$ cat src/sv/mbc_pkg.sv
// shared types and constants of the bpsk combiner and slicer
`timescale 1ns / 1ps
`default_nettype none

package mbc_pkg;

    localparam int RX_ANTENNAS = 8;

    localparam int ANT_W      = 3;
    localparam int VALUE_W    = 16;
    localparam int GAIN_W     = 19;
    localparam int PROD_W     = GAIN_W + VALUE_W;
    localparam int ACC_W      = 38;
    localparam int COUNT_W    = 32;
    localparam int QUEUE_DEPTH = 4;
    localparam int QUEUE_AW   = $clog2(QUEUE_DEPTH);

    // the antenna field reaches at most 2**ANT_W entries
    localparam int GAIN_DEPTH = (RX_ANTENNAS < (1 << ANT_W)) ? RX_ANTENNAS : (1 << ANT_W);
    localparam int GIDX_W     = (GAIN_DEPTH > 1) ? $clog2(GAIN_DEPTH) : 1;

    typedef enum logic [1:0] {
        FUNC_CLEAR   = 2'd0,
        FUNC_COEF    = 2'd1,
        FUNC_SAMPLE  = 2'd2,
        FUNC_CLR_ERR = 2'd3
    } t_func;

    typedef struct packed {
        t_func                      func;
        logic                       ant_ok;
        logic [GIDX_W-1:0]          idx;
        logic signed [VALUE_W-1:0]  value_re;
        logic signed [VALUE_W-1:0]  value_im;
        logic                       sent_bit;
        logic                       last;
    } t_op;

endpackage

`default_nettype wire

$ cat src/sv/mbc_queue.sv
// small fifo between front and back ends
`timescale 1ns / 1ps
`default_nettype none

module mbc_queue (
    input  wire logic   i_clk,
    input  wire logic   i_rst_n,
    input  wire logic   i_push,
    input  wire mbc_pkg::t_op i_op,
    input  wire logic   i_pop,
    output mbc_pkg::t_op o_head,
    output logic        o_empty,
    output logic        o_full
);

    mbc_pkg::t_op                  r_mem [mbc_pkg::QUEUE_DEPTH];
    logic [mbc_pkg::QUEUE_AW-1:0]  r_wr_ptr;
    logic [mbc_pkg::QUEUE_AW-1:0]  r_rd_ptr;
    logic [mbc_pkg::QUEUE_AW:0]    r_count;

    assign o_empty = (r_count == '0);
    assign o_full  = (r_count == (mbc_pkg::QUEUE_AW+1)'(mbc_pkg::QUEUE_DEPTH));
    assign o_head  = r_mem[r_rd_ptr];

    always_ff @(posedge i_clk) begin
        if (i_push) begin
            r_mem[r_wr_ptr] <= i_op;
        end
    end

    always_ff @(posedge i_clk) begin
        if (!i_rst_n) begin
            r_wr_ptr <= '0;
            r_rd_ptr <= '0;
            r_count  <= '0;
        end else begin
            if (i_push) begin
                r_wr_ptr <= r_wr_ptr + 1'b1;
            end
            if (i_pop) begin
                r_rd_ptr <= r_rd_ptr + 1'b1;
            end
            if (i_push && !i_pop) begin
                r_count <= r_count + 1'b1;
            end else if (!i_push && i_pop) begin
                r_count <= r_count - 1'b1;
            end
        end
    end

endmodule

`default_nettype wire

$ cat config.mk
export PLATFORM = sky130hd
export DESIGN_NAME = mbc_queue
export DESIGN_NICKNAME = d
export VERILOG_FILES = /design/src/sv/mbc_pkg.sv /design/src/sv/mbc_queue.sv
export SDC_FILE = /design/constraint.sdc
export NUM_CORES = 1
export LEC_CHECK = 0
export BUFFER_PORTS_ARGS = -buffer_cell sky130_fd_sc_hd__clkbuf_2
export CORE_ASPECT_RATIO = 1.2
export CORE_MARGIN = 1
export CORE_UTILIZATION = 30
export CTS_BUF_LIST = sky130_fd_sc_hd__clkbuf_8
export CTS_CLUSTER_SIZE = 14
export DETAILED_ROUTE_END_ITERATION = 16
export PLACE_DENSITY = 0.6
export SLEW_MARGIN = 20
export SYNTH_ARGS = -nofsm -noshare
export SYNTH_HDL_FRONTEND = slang
export SYNTH_SLANG_ARGS = --single-unit
$ cat constraint.sdc
create_clock -name i_clk -period 2.1 [get_ports i_clk]
set_clock_uncertainty 0.1 [all_clocks]
set_input_delay 0 -clock i_clk [delete_from_list [all_inputs] [get_ports i_clk]]
set_output_delay 0 -clock i_clk [all_outputs]
set_load 0.005 [all_outputs]
---- Word level (Yosys, flattened, before mapping) ----
Memories as Yosys holds them, arrays and structs flattened. A register that Yosys moved wholly into a read port is not among the register bits.
Index checks and enable logic that the tools add are counted.
operators by class
  $add $sub $neg .......................... 4
  equality and inequality tests ........... 1
  mux-type cells .......................... 6
  reductions and logical operators ........ 6
operator list
  kind                 number
  $mux 3               2
  $add 2x1->2 const B  2
  $mux 2               2
  $add 3x1->3 const B  1
  $eq 3x3->1 const B   1
  $logic_not 3->1      1
  $sub 3x1->3 const B  1
  $logic_and 1x1->1    2
  $logic_not 1->1      2
  $mux 1               2
  $reduce_bool 2->1    1
word-level totals
  bits in registers ....................... 7
  bits in writable memories ............... 160
  output and inout port bits .............. 42
  word-level logic and storage cells ...... 21
  memories kept ........................... 1
memories
  memory  depth  bits a word  rd ports  clocked after memory_dff  write ports  RTL line         RTL
  r_mem   4      40           1         1                         1            mbc_queue.sv:16  mbc_pkg::t_op r_mem [mbc_pkg::QUEUE_DEPTH];

---- Logic depth before layout (Yosys ltp) ----
Gate-level depths: netlist of the first run.
  word-level depth ........................ 4
  depth in mapped cells ................... 7
  gate-level depth less buffers ........... 7

---- Worst setup path before layout of the first run ----
OpenSTA, ideal clock, no wires.
  path kind ............................... reg-to-reg
  from .................................... register r_wr_ptr[0] in the netlist's numbering
  to ...................................... memory r_mem[2][0] in the netlist's numbering (enable)
  library setup time ...................... 0.401 ns
  arrival time ............................ 1.509 ns
  slack ................................... 0.090 ns
  stages on the path, launching flop included .. 4
  clock period less this slack ............ 2.010 ns
  path through ............................ dfxtp_1 -> inv_1 -> ha_1 -> and2_1
RTL lines
  what                    RTL line         RTL
  from (decl)             mbc_queue.sv:17  logic [mbc_pkg::QUEUE_AW-1:0] r_wr_ptr;
  from (signal assigned)  mbc_queue.sv:38  r_wr_ptr <= r_wr_ptr + 1'b1;
  to (decl)               mbc_queue.sv:16
Straight into the memory's write port.

==> results of run 1 <==
==> cell usage in the layout, fill, tap and decap left out, drive strengths merged <==
cell / netlist / routed
nor3b: 1 / 1
buf: 9 / 6
bufinv: 0 / 4
or3: 1 / 1
nand2: 1 / 1
inv: 4 / 10
dlygate4sd3: 0 / 44
clkinv: 0 / 4
fa: 1 / 1
mux4: 40 / 40
diode: 0 / 1
ha: 5 / 5
nor2b: 2 / 2
nor3: 1 / 1
edfxtp: 160 / 160
dfxtp: 9 / 9
mux2i: 2 / 2
clkbuf: 0 / 102
clkinvlp: 0 / 1
xnor2: 2 / 2
and2: 9 / 9
xor2: 3 / 3
a21boi: 1 / 1
o21ai: 1 / 1
==> sequential cells by signal, summed over array words and instances, names as in the netlist, named ones only <==
signal    flops
r_wr_ptr      2
r_count       3
r_rd_ptr      2
r_mem       160
==> cell type report <==
type	instances	area share (%)
clock inverters	15	2.30
multi-input cells	70	14.6
flip-flops and latches	169	63.2
repair buffers	135	12.5
inverters	4	0.190
clock buffers	17	2.96
diodes	1	0.0317
well taps	265	4.20
==> final timing paths <==
path | from | to | slack (ns)
setup reg to reg | r_wr_ptr[0] | r_mem[2][21] | 0.31
hold / removal | i_op[23] | r_mem[3][23] | 0.22
setup / recovery | register | o_head[17] | 0.16
hold reg to reg | r_count[2] | r_count[2] | 0.43
==> power by group through the flow <==
stage	registers, mW	logic, mW	clock network [mW]
finish	3.91	0.763	2.39
global route	3.92	0.840	2.59
CTS	3.91	0.789	2.48
detailed placement	3.99	0.719	0
global placement	3.98	0.706	0
floorplan	3.98	0.422	0
==> cells in the mapped netlist <==
master	n
edfxtp_1	160
mux4_2	40
and2_1	9
dfxtp_1	9
ha_1	5
buf_12	4
buf_2	4
inv_1	4
xor2_1	3
mux2i_1	2
nor2b_1	2
xnor2_1	2
a21boi_0	1
buf_6	1
fa_1	1
nand2_1	1
nor3_1	1
nor3b_1	1
o21ai_0	1
or3_1	1
==> cell families after synthesis <==
kind of cell	count (synthesis)	synth area share, %
adders and majority gates	6	1.32
muxes	42	14.7
AOI/OAI and AO/OA	2	0.200
xor gates and xnor gates	5	0.699
DFF	169	79.6
and+or+nand+nor	15	1.46
buffers and inverters	13	2.02
==> layer usage <==
metal  GRT usage (%)  part of all wire, %  vias to the layer above
li1                -                    -                     1343
met1            13.5                   43                     1548
met2            18.7                   51                       65
met5               0                    0                        -
met3            3.81                  4.9                       10
met4            4.49                  1.2                        0
==> per-stage QoR <==
step / worst slack, ns / hold slack, ns / cells / area [um^2] / utilization, %
2_1_floorplan: 0.0898 / -0.00113 / 252 / 6260 / -
3_3_place_gp: 0.318 / 0.115 / 599 / 7040 / 34.6
3_5_place_dp: 0.282 / 0.122 / 599 / 7040 / 34.6
4_1_cts: 0.0825 / 0.174 / 675 / 7890 / 38.8
5_1_grt: 0.0316 / 0.188 / 676 / 7900 / 38.8
6_report: 0.164 / 0.216 / 676 / 7900 / 38.8
==> timing repair <==
action | CTS | global route
hold buffers | 44 | 0
resized for setup | 0 | 0
setup endpoints to repair | 0 | 0
endpoints found under the hold margin | 169 | 0
==> run metrics, run 1 <==
clock sinks=169; VDD IR-drop max=0.000378 V; gp weighted congestion=0.639; worst path arrival time=about 1.8 ns; routed len/inst=16.5 um; Rel. slew slack=between 60 and 70%; Rows=57; worst endpoint required time=2.00 ns; Worst Reg2Reg Path Length in Cells=4; P&R area growth vs syn=26.1%; status=completed; top post-synthesis cells by area=edfxtp_1 (77%), mux4_2 (14%), dfxtp_1 (2.9%); die area=roughly 21000 um^2; Switch Pwr=1.51 mW; CP max-delay cell=mux4_2; first-pass GRT wire length=approximately 18000 um; cells after synthesis=252; Slew Limit Fails=0; DP HPWL=between 6000 and 7000 um; clock-pin slew on the worst setup and hold paths=~0.090 ns; initial antenna violation count=1; cells along the critical path=buf_12 > mux4_2 > clkbuf_2; Power Density=between 800 and 900 nW/um^2; synthesized cell area=6260 um^2; drt initial violations=155; Stages on worst setup path=3; Routed Antenna Nets=0; clock latency on the worst-skew pair=0.44 ns; largest net degree at the start of global routing=41; Root Driver=clkbuf_8; final WL=approximately 11000 um; maximum clock path buffer count=2; Final Hold Fails=0; share of post-route cells with drive strength above 1=39.8%; CTS tree=yes; syn_nets=between 300 and 400; Hold/Removal Path Class=in -> reg; Remaining Overflow, GRT=0; Yosys top cell by area=edfxtp_1; #FFs+latches synth=169; sw frac=between 20% and 30%; internal power=5.55 mW; max cap viols=0; Synth top area share=76.7%; Vias/cell=4.39; drt first pass iters=4; sum of negative setup slack=0 ns; Least-Margin Pin Slew=0.557 ns; htree depth=4; Avg Inst Size Synth=24.9 um^2; unrepaired setup endpoints after global routing=no; Via Count=a little under 3000; Reg power frac=roughly 55%; CP Class=reg -> out; timing-limited maximum frequency=0.517 GHz; die width=approximately 130 um; buffers and inverters on the worst path=2; Lkg Pwr=between 2 and 3 nW; startpoint class of the critical path=register; CP top delay family=multiplexers; Worst Hold Path Cells=2; Setup crit end kind=primary output; Die Span Y=about 160 um; Final nets=447; period utilization=92.2%; residual DRC count=0; filler cell count=1882; FF+latch area=4990 um^2; Post-CTS Setup Bufs=0; PortBufs=85; final setup vio count=0; total CTS buffers=17; sequential area share after synthesis=79.6%; I/O pin count=86; Global Route Usage Sum=11.3%; Clk pwr share=33.8%; largest stage delay on the critical path=0.58 ns; area of the multi-input gates=approximately 1200 um^2; core area=20300 um^2; synth unique cells=20; Crit Path Max Fanout=40; Synth warnings=0; combinational power share=10.8%; vias in the first global route=~3200; post-route total power=7.06 mW; Initial Util=30.8%; post-layout minimum cycle time=1.94 ns
Note: power is estimated with default switching activity, not from simulation.
==> inputs of run 2 (changes only) <==
Settings changed: ABC_AREA from default to 1, BUFFER_PORTS_ARGS -buffer_cell sky130_fd_sc_hd__clkbuf_2 to default, DONT_BUFFER_PORTS from default to 1, PLACE_DENSITY 0.6 to 0.56.
==> run metrics, run 2 <==
status=completed (unchanged); sequential area share after synthesis=76.8% (was 79.6%); largest net degree at the start of global routing=81 (was 41); worst endpoint required time=2.00 ns (about the same); htree depth=4 (unchanged); commonest cells in the netlist=edfxtp_1 (160), nor2_1 (85), o21ai_0 (46) (was edfxtp_1 (160), mux4_2 (40), and2_1 (9), dfxtp_1 (9), ha_1 (5)); Crit Path Max Fanout=25 (was 40); Post-DP Area=6690 um^2 (was 7040 um^2); post-route total power=6.88 mW (was 7.06 mW); sum of negative setup slack=0 ns (unchanged); Remaining Overflow, GRT=0 (unchanged); Final WS setup=0.239 ns (was 0.164 ns); EDFF count, synth=160 (unchanged); die width=136 um (was 134 um); CP Class=reg -> out (unchanged); initial antenna violation count=0 (was 1); Root Driver=clkbuf_8 (unchanged); clock sinks=169 (unchanged); most common cell in the netlist=edfxtp_1 (unchanged); core area=21100 um^2 (was 20300 um^2); Largest Register=r_mem (unchanged); drt initial violations=161 (was 155); hold_ws=0.166 ns (was 0.216 ns); die area=22200 um^2 (was 21500 um^2); commonest non-fill, non-tap cell in the layout=edfxtp_1 (unchanged); Die Span Y=163 um (was 160 um); Setup crit end kind=primary output (unchanged); max cap viols=0 (unchanged); clock-pin slew on the worst setup and hold paths=0.09 ns (about the same); VDD IR-drop max=0.000344 V (was 0.000378 V); Yosys top cell by area=edfxtp_1 (unchanged); Routed Antenna Nets=0 (unchanged); I/O pin count=86 (unchanged); synthesized cell area=6490 um^2 (was 6260 um^2); Hold/Removal Path Class=in -> reg (unchanged); Post-synth top flop=edfxtp_1 (unchanged); most frequent cells in the layout=edfxtp_1 (160), nor2_1 (85), o21ai_0 (46), dlygate4sd3_1 (45), o22ai_1 (40) (was edfxtp_1 (160), clkbuf_2 (85), dlygate4sd3_1 (44), mux4_2 (40), clkbuf_8 (17)); Final Hold Fails=0 (unchanged); top post-synthesis cells by area=edfxtp_1 (74%), nor2_1 (4.9%), o22ai_1 (3.9%) (was edfxtp_1 (77%), mux4_2 (14%), dfxtp_1 (2.9%)); pre-CTS setup slack=0.358 ns (was 0.282 ns); Rel. slew slack=68.3% (was 62.8%); Final nets=544 (was 447); #FFs+latches synth=169 (unchanged); first-pass GRT wire length=20300 um (was 17600 um); Synth top area share=74.0% (was 76.7%); Least-Margin Pin Slew=0.476 ns (was 0.557 ns); Avg Inst Size Synth=14.6 um^2 (was 24.9 um^2); P&R area growth vs syn=16.6% (was 26.1%); antenna cells=0 (was 1); largest stage delay on the critical path=0.57 ns (was 0.58 ns); Vias/cell=4.69 (was 4.39); CP top delay family=flip-flops (was multiplexers); unrepaired setup endpoints after global routing=no (unchanged); synth unique cells=21 (was 20); cells after synthesis=445 (was 252); total CTS buffers=17 (unchanged); Synth warnings=0 (unchanged); final setup vio count=0 (unchanged); period utilization=88.6% (was 92.2%); worst path arrival time=1.76 ns (was 1.84 ns); Lkg Pwr=2.50 nW (was 2.70 nW); drt first pass iters=4 (unchanged); buffers and inverters on the worst path=1 (was 2); maximum clock path buffer count=2 (unchanged); PortBufs=0 (was 85); routed len/inst=17.4 um (was 16.5 um); Via Count=3642 (was 2966); share of post-route cells with drive strength above 1=9.09% (was 39.8%); Global Route Usage Sum=12.4% (was 11.3%); Largest regs=r_mem (160), r_count (3) (unchanged); syn_nets=495 (was 302); cells along the critical path=buf_4 > o21ai_0 > o22ai_1 (was buf_12 > mux4_2 > clkbuf_2); startpoint class of the critical path=register (unchanged); Slew Limit Fails=0 (unchanged); CTS tree=yes (unchanged); Synth async-reset ratio=0% (unchanged); residual DRC count=0 (unchanged); timing-limited maximum frequency=0.537 GHz (was 0.517 GHz); clock latency on the worst-skew pair=0.44 ns (about the same); Power Density=909 nW/um^2 (was 894 nW/um^2); Largest register FFs=160 (unchanged); final WL=13500 um (was 11200 um); Post-Layout Inst Area=7570 um^2 (was 7900 um^2); gp weighted congestion=0.762 (was 0.639); Rows=58 (was 57); CP max-delay cell=dfxtp_4 (was mux4_2); vias in the first global route=3864 (was 3228); Initial Util=30.7% (was 30.8%); DP HPWL=7300 um (was 6550 um); post-layout minimum cycle time=1.86 ns (was 1.94 ns)
## run 2: path summary, 6_finish.rpt
path	cells after the start	slack [ns]	end	from
worst max-delay path	3	0.24	o_head[26]	register
worst min-delay path	1	0.17	r_mem[2][15]	i_op[15]
worst max register to register	5	0.40	r_wr_ptr[1]	r_wr_ptr[0]
worst min register to register	1	0.35	r_rd_ptr[1]	r_rd_ptr[1]
## run 2: worst register-to-register path: cells and delay by family (launching register included)
kind,cells,cell delay [ns]
AO/OA/AOI/OAI,2,0.19
flip-flops,1,0.37
adder cells (fa/ha/maj),1,0.29
buffers and inverters,2,0.66
## run 2: report_power, final
part | switching [mW] | leakage [nW] | total [mW] | internal, mW
sequential | 0.0563 | 1.55 | 3.89 | 3.84
clock | 1.13 | 0.207 | 2.40 | 1.28
combinational | 0.382 | 0.747 | 0.581 | 0.200
total | 1.56 | 2.50 | 6.88 | 5.31
## run 2: layout make-up
| type | count | area, um^2 |
|---|---|---|
| well taps | 270 | 338 |
| repair buffers | 55 | 583 |
| clock inverters | 14 | 181 |
| multi-input cells | 234 | 1160 |
| flip-flops and latches | 169 | 4990 |
| clock buffers | 17 | 234 |
| fillers | 2007 | 13500 |
| inverters | 17 | 77.6 |
## run 2: repair_timing
action,in CTS,in global routing
setup buffers,0,1
hold buffers,45,0
setup endpoints to repair,23,8
hold endpoints to repair,329,0
gates resized for setup,1,0
gates cloned,0,0
## run 2: cell families (layout without fill, tap and decap cells)
kind of cell             count (synthesis)  after routing  share of synthesized area [%]
buffers and inverters                   42            103                           5.28
AO/OA/AOI/OAI                          130            130                           10.9
AND/OR/NAND/NOR                         98             98                           5.76
flip-flops                             169            169                           76.8
adder cells (fa/ha/maj)                  6              6                           1.27
## run 2: metrics by stage
stage	util, %	instances
finish	35.8	776
global route	35.8	776
CTS	35.8	775
detailed placement	31.7	699
global placement	31.7	699
floorplan	-	445
## run 2: per-layer routing
metal	GRT usage, %	part of all wire (%)	up-vias
met4	4.49	0.85	0
li1	-	-	1750
met5	0	0	-
met2	21.3	51	73
met1	14.1	43	1812
met3	4.31	5.0	7
